File: src/assert_macros.svh
// assertion helpers; the including module supplies i_clk and i_rst_n
`ifndef ASSERT_MACROS_SVH
`define ASSERT_MACROS_SVH

// property checked at every clock edge outside reset
`define ASSERT_CLK(lbl, prop, msg) \
    lbl: assert property (@(posedge i_clk) disable iff (!i_rst_n) (prop)) else $error(msg);

// consequent checked in the cycle after the antecedent
`define ASSERT_NEXT(lbl, ante, cons, msg) \
    lbl: assert property (@(posedge i_clk) disable iff (!i_rst_n) (ante) |=> (cons)) \
        else $error(msg);

`endif

File: src/deq_pkg.sv
`timescale 1ns / 1ps
package deq_pkg;

    localparam int ITEM_W   = 32;
    localparam int MODE_W   = 3;
    localparam int STATUS_W = 2;

    localparam logic [MODE_W-1:0] MODE_PUSH_FRONT = 3'd0;
    localparam logic [MODE_W-1:0] MODE_PUSH_BACK  = 3'd1;
    localparam logic [MODE_W-1:0] MODE_POP_FRONT  = 3'd2;
    localparam logic [MODE_W-1:0] MODE_POP_BACK   = 3'd3;
    localparam logic [MODE_W-1:0] MODE_READ_FWD   = 3'd4;
    localparam logic [MODE_W-1:0] MODE_READ_REV   = 3'd5;

    localparam logic [STATUS_W-1:0] ST_OK    = 2'd0;
    localparam logic [STATUS_W-1:0] ST_EMPTY = 2'd1;
    localparam logic [STATUS_W-1:0] ST_FULL  = 2'd2;

    typedef struct packed {
        logic                     valid;
        logic signed [ITEM_W-1:0] item;
        logic [STATUS_W-1:0]      status;
        logic                     last;
    } t_res;

endpackage

File: src/deq_if.sv
`timescale 1ns / 1ps
interface deq_cmd_if import deq_pkg::*; ();
    logic                     valid;
    logic                     ready;
    logic [MODE_W-1:0]        mode;
    logic signed [ITEM_W-1:0] value;

    modport source (output valid, output mode, output value, input ready);
    modport sink (input valid, input mode, input value, output ready);
endinterface

interface deq_res_if import deq_pkg::*; ();
    logic                     valid;
    logic                     ready;
    logic signed [ITEM_W-1:0] item;
    logic [STATUS_W-1:0]      status;
    logic                     last;

    modport source (output valid, output item, output status, output last, input ready);
    modport sink (input valid, input item, input status, input last, output ready);
endinterface

File: src/deq_ram.sv
`timescale 1ns / 1ps
module deq_ram #(
    parameter int WIDTH = 32,
    parameter int DEPTH = 64
) (
    input  logic                     i_clk,
    input  logic                     i_wr_en,
    input  logic [$clog2(DEPTH)-1:0] i_wr_addr,
    input  logic [WIDTH-1:0]         i_wr_data,
    input  logic                     i_rd_en,
    input  logic [$clog2(DEPTH)-1:0] i_rd_addr,
    output logic [WIDTH-1:0]         o_rd_data
);

    logic [WIDTH-1:0] r_mem [DEPTH];
    logic [WIDTH-1:0] r_rd_data;

    always_ff @(posedge i_clk) begin
        if (i_wr_en) begin
            r_mem[i_wr_addr] <= i_wr_data;
        end
        // read data holds until the next read
        if (i_rd_en) begin
            r_rd_data <= r_mem[i_rd_addr];
        end
    end

    assign o_rd_data = r_rd_data;

endmodule

File: src/deq_out.sv
`timescale 1ns / 1ps
module deq_out import deq_pkg::*; (
    input  logic            i_clk,
    input  logic            i_rst_n,
    input  t_res            i_res,
    output logic            o_free,
    deq_res_if.source       o_res
);

    logic                     r_valid;
    logic signed [ITEM_W-1:0] r_item;
    logic [STATUS_W-1:0]      r_status;
    logic                     r_last;

    assign o_free = !r_valid || o_res.ready;

    always_ff @(posedge i_clk) begin
        if (!i_rst_n) begin
            r_valid <= 1'b0;
        end else if (i_res.valid) begin
            r_valid <= 1'b1;
        end else if (o_res.ready) begin
            r_valid <= 1'b0;
        end
    end

    always_ff @(posedge i_clk) begin
        if (i_res.valid) begin
            r_item   <= i_res.item;
            r_status <= i_res.status;
            r_last   <= i_res.last;
        end
    end

    assign o_res.valid  = r_valid;
    assign o_res.item   = r_item;
    assign o_res.status = r_status;
    assign o_res.last   = r_last;

endmodule

File: src/deq_ctrl.sv
`timescale 1ns / 1ps
`include "assert_macros.svh"
module deq_ctrl import deq_pkg::*; #(
    parameter int DEPTH = 64
) (
    input  logic                     i_clk,
    input  logic                     i_rst_n,
    deq_cmd_if.sink                  i_cmd,
    input  logic                     i_out_free,
    output t_res                     o_res,
    output logic                     o_wr_en,
    output logic [$clog2(DEPTH)-1:0] o_wr_addr,
    output logic [ITEM_W-1:0]        o_wr_data,
    output logic                     o_rd_en,
    output logic [$clog2(DEPTH)-1:0] o_rd_addr,
    input  logic [ITEM_W-1:0]        i_rd_data
);

    localparam int AW = $clog2(DEPTH);
    localparam int CW = $clog2(DEPTH + 1);
    localparam int SW = CW + 1;

    localparam logic S_IDLE   = 1'b0;
    localparam logic S_STREAM = 1'b1;

    function automatic logic [AW-1:0] ring_inc(input logic [AW-1:0] p);
        ring_inc = (p == AW'(DEPTH - 1)) ? '0 : p + AW'(1);
    endfunction

    function automatic logic [AW-1:0] ring_dec(input logic [AW-1:0] p);
        ring_dec = (p == '0) ? AW'(DEPTH - 1) : p - AW'(1);
    endfunction

    logic          r_state, n_state;
    logic [AW-1:0] r_head, n_head;
    logic [CW-1:0] r_count, n_count;
    logic [AW-1:0] r_pos, n_pos;
    logic [CW-1:0] r_left, n_left;
    logic          r_rev, n_rev;
    logic          r_pend, n_pend;
    logic          r_pend_last, n_pend_last;

    logic          cmd_acc;
    logic          full;
    logic          empty;
    logic [SW-1:0] tail_sum;
    logic [AW-1:0] tail_pos;
    logic [AW-1:0] back_pos;
    logic          load;
    logic          issue;

    assign i_cmd.ready = (r_state == S_IDLE) && i_out_free;
    assign cmd_acc     = i_cmd.valid && i_cmd.ready;

    assign full  = (r_count == CW'(DEPTH));
    assign empty = (r_count == '0);

    // ring position one past the back entry, and of the back entry itself
    assign tail_sum = SW'(r_head) + SW'(r_count);
    assign tail_pos = (tail_sum >= SW'(DEPTH)) ? AW'(tail_sum - SW'(DEPTH)) : AW'(tail_sum);
    assign back_pos = ring_dec(tail_pos);

    // stream: read data waits in the ram output until the output slot frees
    assign load  = r_pend && i_out_free;
    assign issue = (r_state == S_STREAM) && (r_left != '0) && (!r_pend || load);

    assign o_wr_data = i_cmd.value;

    always_comb begin
        n_state     = r_state;
        n_head      = r_head;
        n_count     = r_count;
        n_pos       = r_pos;
        n_left      = r_left;
        n_rev       = r_rev;
        n_pend      = r_pend;
        n_pend_last = r_pend_last;
        o_wr_en     = 1'b0;
        o_wr_addr   = tail_pos;
        o_rd_en     = 1'b0;
        o_rd_addr   = r_pos;
        o_res       = '0;
        o_res.last  = 1'b1;

        if (r_state == S_IDLE) begin
            if (cmd_acc) begin
                unique case (i_cmd.mode)
                    MODE_PUSH_FRONT, MODE_PUSH_BACK: begin
                        o_res.valid = 1'b1;
                        if (full) begin
                            o_res.status = ST_FULL;
                        end else begin
                            o_wr_en = 1'b1;
                            n_count = r_count + CW'(1);
                            if (i_cmd.mode == MODE_PUSH_FRONT) begin
                                o_wr_addr = ring_dec(r_head);
                                n_head    = ring_dec(r_head);
                            end
                        end
                    end
                    MODE_POP_FRONT, MODE_POP_BACK: begin
                        if (empty) begin
                            o_res.valid  = 1'b1;
                            o_res.status = ST_EMPTY;
                        end else begin
                            n_state = S_STREAM;
                            n_left  = CW'(1);
                            n_count = r_count - CW'(1);
                            if (i_cmd.mode == MODE_POP_FRONT) begin
                                n_pos  = r_head;
                                n_head = ring_inc(r_head);
                            end else begin
                                n_pos = back_pos;
                            end
                        end
                    end
                    MODE_READ_FWD, MODE_READ_REV: begin
                        if (empty) begin
                            o_res.valid  = 1'b1;
                            o_res.status = ST_EMPTY;
                        end else begin
                            n_state = S_STREAM;
                            n_left  = r_count;
                            n_rev   = (i_cmd.mode == MODE_READ_REV);
                            n_pos   = (i_cmd.mode == MODE_READ_REV) ? back_pos : r_head;
                        end
                    end
                    default: begin
                        // unused modes: taken and dropped
                    end
                endcase
            end
        end else begin
            if (load) begin
                o_res.valid  = 1'b1;
                o_res.item   = i_rd_data;
                o_res.status = ST_OK;
                o_res.last   = r_pend_last;
            end
            if (issue) begin
                o_rd_en     = 1'b1;
                n_pos       = r_rev ? ring_dec(r_pos) : ring_inc(r_pos);
                n_left      = r_left - CW'(1);
                n_pend_last = (r_left == CW'(1));
                n_pend      = 1'b1;
            end else if (load) begin
                n_pend = 1'b0;
            end
            if ((r_left == '0) && (!r_pend || load)) begin
                n_state = S_IDLE;
            end
        end
    end

    always_ff @(posedge i_clk) begin
        if (!i_rst_n) begin
            r_state <= S_IDLE;
            r_head  <= '0;
            r_count <= '0;
            r_left  <= '0;
            r_pend  <= 1'b0;
        end else begin
            r_state <= n_state;
            r_head  <= n_head;
            r_count <= n_count;
            r_left  <= n_left;
            r_pend  <= n_pend;
        end
    end

    always_ff @(posedge i_clk) begin
        r_pos       <= n_pos;
        r_rev       <= n_rev;
        r_pend_last <= n_pend_last;
    end

    `ASSERT_CLK(a_count_range, r_count <= CW'(DEPTH), "entry count above depth")
    `ASSERT_CLK(a_no_rw_overlap, !(o_wr_en && o_rd_en), "ram write and read in one cycle")
    `ASSERT_CLK(a_load_slot_free, o_res.valid |-> i_out_free, "item loaded into busy output")
    `ASSERT_NEXT(a_pend_held, r_pend && !i_out_free, r_pend && $stable(i_rd_data), "pending item lost")

endmodule

File: src/double_ended_queue.sv
`timescale 1ns / 1ps
// bounded double-ended queue of signed 32-bit values in a ring of DEPTH ram entries
// i_cmd: valid/ready command channel carrying mode and value
//   push front/back, pop front/back, read all forward/reverse; modes 6 and 7 are dropped
// o_res: valid/ready result channel carrying item, status (ok, empty, full) and last
//   a pop or push gives one item; a read-out gives one item per entry, last on the final
//   one; empty or full gives one error item with item 0 and last set
// a push result shows on o_res the cycle after the command is taken; pop and read-out
//   items pass the ram output and o_res registers, one per cycle while o_res is ready
// pushes one per cycle while o_res is ready; a pop or a read-out holds i_cmd until its
//   last item is loaded, set by the single ram read port and its read latency
// a stalled o_res holds its item; any new command is then refused until the slot frees,
//   and a read-out pauses with its next entry parked in the ram output register
// reset (i_rst_n low, synchronous) empties the queue; ram contents are not cleared
module double_ended_queue import deq_pkg::*; #(
    parameter int DEPTH = 64
) (
    input  logic       i_clk,
    input  logic       i_rst_n,
    deq_cmd_if.sink    i_cmd,
    deq_res_if.source  o_res
);

    localparam int AW = $clog2(DEPTH);

    t_res              res_c;
    logic              out_free;
    logic              wr_en;
    logic [AW-1:0]     wr_addr;
    logic [ITEM_W-1:0] wr_data;
    logic              rd_en;
    logic [AW-1:0]     rd_addr;
    logic [ITEM_W-1:0] rd_data;

    deq_ctrl #(
        .DEPTH (DEPTH)
    ) u_ctrl (
        .i_clk      (i_clk),
        .i_rst_n    (i_rst_n),
        .i_cmd      (i_cmd),
        .i_out_free (out_free),
        .o_res      (res_c),
        .o_wr_en    (wr_en),
        .o_wr_addr  (wr_addr),
        .o_wr_data  (wr_data),
        .o_rd_en    (rd_en),
        .o_rd_addr  (rd_addr),
        .i_rd_data  (rd_data)
    );

    deq_ram #(
        .WIDTH (ITEM_W),
        .DEPTH (DEPTH)
    ) u_ram (
        .i_clk     (i_clk),
        .i_wr_en   (wr_en),
        .i_wr_addr (wr_addr),
        .i_wr_data (wr_data),
        .i_rd_en   (rd_en),
        .i_rd_addr (rd_addr),
        .o_rd_data (rd_data)
    );

    deq_out u_out (
        .i_clk   (i_clk),
        .i_rst_n (i_rst_n),
        .i_res   (res_c),
        .o_free  (out_free),
        .o_res   (o_res)
    );

endmodule

File: src/flat_wrapper.sv
// flat-port wrapper written by rule: the top's interface ports become plain ports
module double_ended_queue_flat import deq_pkg::*;
#(
    parameter int DEPTH = 64
)
  (i_clk, i_rst_n, i_cmd_valid, i_cmd_mode, i_cmd_value, i_cmd_ready, o_res_valid, o_res_item, o_res_status, o_res_last, o_res_ready);
  deq_cmd_if i_cmd_i ();
  deq_res_if o_res_i ();
  input  logic i_clk;
  input  logic i_rst_n;
  input wire logic [$bits(i_cmd_i.valid)-1:0] i_cmd_valid;
  input wire logic [$bits(i_cmd_i.mode)-1:0] i_cmd_mode;
  input wire logic [$bits(i_cmd_i.value)-1:0] i_cmd_value;
  output wire logic [$bits(i_cmd_i.ready)-1:0] i_cmd_ready;
  output wire logic [$bits(o_res_i.valid)-1:0] o_res_valid;
  output wire logic [$bits(o_res_i.item)-1:0] o_res_item;
  output wire logic [$bits(o_res_i.status)-1:0] o_res_status;
  output wire logic [$bits(o_res_i.last)-1:0] o_res_last;
  input wire logic [$bits(o_res_i.ready)-1:0] o_res_ready;
  assign i_cmd_i.valid = i_cmd_valid;
  assign i_cmd_i.mode = i_cmd_mode;
  assign i_cmd_i.value = i_cmd_value;
  assign i_cmd_ready = i_cmd_i.ready;
  assign o_res_valid = o_res_i.valid;
  assign o_res_item = o_res_i.item;
  assign o_res_status = o_res_i.status;
  assign o_res_last = o_res_i.last;
  assign o_res_i.ready = o_res_ready;
  double_ended_queue #(.DEPTH(DEPTH)) u_core (.i_clk(i_clk), .i_rst_n(i_rst_n), .i_cmd(i_cmd_i), .o_res(o_res_i));
endmodule
File: config.mk
export PLATFORM = sky130hd
export DESIGN_NAME = double_ended_queue_flat
export DESIGN_NICKNAME = d
export VERILOG_FILES = /design/src/deq_pkg.sv /design/src/deq_if.sv /design/src/deq_ram.sv /design/src/deq_out.sv /design/src/deq_ctrl.sv /design/src/double_ended_queue.sv /design/src/flat_wrapper.sv
export VERILOG_INCLUDE_DIRS = /design/src /design/src/src
export SDC_FILE = /design/constraint.sdc
export NUM_CORES = 2
export LEC_CHECK = 0
export BUFFER_PORTS_ARGS = -buffer_cell sky130_fd_sc_hd__buf_2
export CAP_MARGIN = 20
export CORE_MARGIN = 5
export CORE_UTILIZATION = 63
export CTS_CLUSTER_DIAMETER = 150
export DETAILED_ROUTE_END_ITERATION = 10
export PLACE_DENSITY_LB_ADDON = 0.2
export SLEW_MARGIN = 20
export SYNTH_ARGS = -nofsm -noshare
export SYNTH_HDL_FRONTEND = slang
export SYNTH_SLANG_ARGS = --single-unit
File: constraint.sdc
create_clock -name i_clk -period 5.89 [get_ports i_clk]
set_clock_uncertainty 0.15 [all_clocks]
set_input_delay 0.2945 -clock i_clk [delete_from_list [all_inputs] [get_ports i_clk]]
set_output_delay 0.2945 -clock i_clk [all_outputs]
set_load 0.01 [all_outputs]
==> impl_metrics.json <==
{
  "nets": 4096,
  "seqCellArea_um2": 64200,
  "place_area_um2": 86800,
  "yosysTopAreaCell": "edfxtp_1",
  "status": "finished, violations left",
  "ys_seq_elements": 2146,
  "critPathTopFamily": "simple AND/OR/NAND/NOR gates",
  "design_area_um2": 93400,
  "wire_per_inst_um": 35.4,
  "crit_path_cell_trace": "or4_4 -> or4b_4 -> and3_1 -> mux2_2 -> nand3_1 -> nor2_4 -> buf_4",
  "slowest_stage": "nor2_4",
  "dr.pass1.iters": 7,
  "grt_max_degree": 124,
  "cts_max_level": 4,
  "core_um2": 131000,
  "synth_edf_count": 2123,
  "multi_input_area_um2": 18500,
  "yosys_warnings": 0,
  "synth_top_flop_cell": "edfxtp_1",
  "drive_gt1_share_pct": 28.5,
  "grt_pass1_vias": 40900,
  "required_ns": 6.29,
  "critPathArrivalTime_ns": 5.18,
  "hold_buffers": 22,
  "grt_pass1_wl_um": 302000,
  "min_period_ns": 4.78,
  "cts_setup_buffers": 0,
  "netlist_area_um2": 83100,
  "fp.dieH_um": 373,
  "start_util_pct": 63.3,
  "cts_tree": "done",
  "cts_resized": 0,
  "crit_path_start": "u_core.u_ctrl.r_count[1]",
  "r2r-start": "u_core.u_ctrl.r_count[1]",
  "nFillCells": 7307,
  "fin_ws_ns": 1.11,
  "initialDrtViolationCount": 6379,
  "worstSetupPathType": "flop to flop",
  "slew_viol_final": 0,
  "die-width_um": 373,
  "fmax_mhz": 209,
  "numCtsBuffers": 199,
  "synthCells": 3771,
  "ios": 76,
  "path_buf_inv": 1,
  "grt-ovfl-total": 0,
  "fin_crit_sh_pct": 81.2,
  "hold_viol": 6,
  "antenna_found_initial": 7,
  "crit_path_max_fanout": 23,
  "fin_cells": 5956,
  "worst_pin_slew_ns": 1.18,
  "hp-start": "i_cmd_value[3]",
  "syn_nets": 3837,
  "synth_top_area_share_pct": 76.7,
  "peakVddDrop_mv": 0.360,
  "maxCapViolCount": 0,
  "drc_errors": 0,
  "syn2layout_area_growth_pct": 12.4,
  "setup_viol": 0,
  "p_total_mw": 31.8,
  "p_per_area_nw_per_um2": 341,
  "dp_hpwl_um": 122000,
  "grt_setup_unrepaired": "no",
  "gp_congestion": 0.884,
  "dp_cells": 5560,
  "clock-sinks": 2146,
  "design.die.area_um2": 139000,
  "relSlewSlack_pct": 21.2,
  "violations": "negative hold slack",
  "synth.avg_cell_area_um2": 22.0,
  "ant_nets": 0,
  "clkLatencyLatePin_ns": 0.85,
  "vias": 41500,
  "p_leak_nw": 29.3,
  "cts_root_buf": "clkbuf_16",
  "cts.reportedPaths.clkPinSlew_ns": 0.06,
  "slowest_delay_ns": 0.98,
  "synth_cell_types": 76,
  "ys_seq_area_share_pct": 77.2,
  "min_path_type": "input port to flop",
  "netlist_top_cells_area": "edfxtp_1, mux4_2, nand2_1, nor2_1, dfxtp_1",
  "async_reset_ff_share_pct": 0,
  "port_buffers": 75,
  "tns_ns": 0,
  "wirelength_um": 211000,
  "dp_worst_setup_slack_ns": 1.22,
  "endpoint_kind": "flop",
  "cp-start-kind": "flop",
  "viasPerCell": 6.97,
  "track_usage_pct": 30.5,
  "clockBufferDepth": 3,
  "fp-row-count": 133,
  "fin_hold_ws_ns": -0.0130
}
registers in the layout, indices dropped and copies added (netlist names), 2 cells and up:
signal,flops
u_core.u_ctrl.r_count,7
u_core.u_ctrl.r_head,6
u_core.u_ctrl.r_left,7
u_core.u_out.o_res.item,32
u_core.u_ram.r_mem,2048
u_core.u_out.o_res.status,2
u_core.u_ctrl.o_rd_addr,6
u_core.u_ram.o_rd_data,32
path summary, 6_finish.rpt:
kind	endpoint	slack, ns	cells after the start
setup reg to reg	u_core.u_ram.r_mem[41][20]	1.11	7
hold / removal	u_core.u_ram.r_mem[26][3]	-0.01	2
setup / recovery	u_core.u_ram.r_mem[41][20]	1.11	7
hold reg to reg	u_core.u_ctrl.r_pend	0.35	2
cells by family after synthesis:
group,count (synthesis),synth area share (%)
flops,2146,77.2
mux,615,16.1
simple gates,468,2.63
compound gates,280,2.32
buf+inv,220,1.09
fa+ha+maj,27,0.424
xor+xnor,15,0.158
layout make-up:
| cell class | count | area share, % |
|---|---|---|
| sequential | 2146 | 68.7 |
| multi-input combinational | 1405 | 19.8 |
| clock buffer | 249 | 5.62 |
| tap | 1755 | 2.35 |
| timing repair buffer | 259 | 2.21 |
| clock inverter | 121 | 1.24 |
| inverter | 19 | 0.0763 |
| antenna | 2 | 0.00536 |
synth_stat cells, types with 4 or more instances:
master	number
or2_2	5
a21o_1	4
nor3b_1	5
o221ai_1	6
and3_1	8
mux4_2	577
nor2_1	131
buf_1	37
nand2b_1	9
a21boi_0	8
clkbuf_1	114
edfxtp_1	2123
xnor2_1	8
o211ai_1	20
o21ai_0	39
o21ai_2	4
buf_2	47
a21oi_1	35
a211oi_1	30
a221oi_1	9
inv_1	16
and2_1	65
mux2i_1	25
o31ai_1	4
nand2_1	154
ha_1	25
nand3_1	19
nor3_1	39
a311o_1	8
mux2_2	11
nor2b_1	13
dfxtp_1	23
a31oi_1	37
xor2_1	7
o22ai_1	27
a22oi_1	21
cells in the final DEF (no fill, tap or decap), types with 23 or more instances in the layout:
cell type | synthesis | routed
clkbuf_16 | 0 | 201
dfxtp_1 | 23 | 23
mux4_2 | 577 | 577
and2_1 | 65 | 65
edfxtp_1 | 2123 | 2123
clkbuf_1 | 114 | 44
clkinv_1 | 1 | 44
buf_4 | 1 | 142
nor3_1 | 39 | 23
nor2_4 | 0 | 49
a211oi_1 | 30 | 30
nand2_1 | 154 | 154
nor2_1 | 131 | 82
ha_1 | 25 | 25
a21oi_1 | 35 | 35
clkinv_2 | 0 | 32
buf_2 | 47 | 74
o22ai_1 | 27 | 27
mux2i_1 | 25 | 25
o21ai_0 | 39 | 39
a31oi_1 | 37 | 37
dlygate4sd3_1 | 0 | 23
per-stage QoR:
step	util (%)	hold WS, ns
2_1_floorplan	-	0.243
3_3_place_gp	66.1	0.331
3_5_place_dp	66.1	0.341
4_1_cts	71.1	0.00128
5_1_grt	71.2	0.0118
6_report	71.2	-0.0130
routing by layer:
metal,part of all wire (%),global-route usage [%]
met3,11,7.02
met4,3.4,9.56
met5,0.018,0
met2,49,47.7
met1,37,44.1
power breakdown:
part | switching, mW | internal (mW) | leakage (nW)
Combinational | 1.42 | 0.792 | 6.95
Sequential | 0.0406 | 16.9 | 19.3
Clock | 5.60 | 7.09 | 3.10
Total | 7.07 | 24.7 | 29.3
Note: power is estimated with default switching activity, not from simulation.
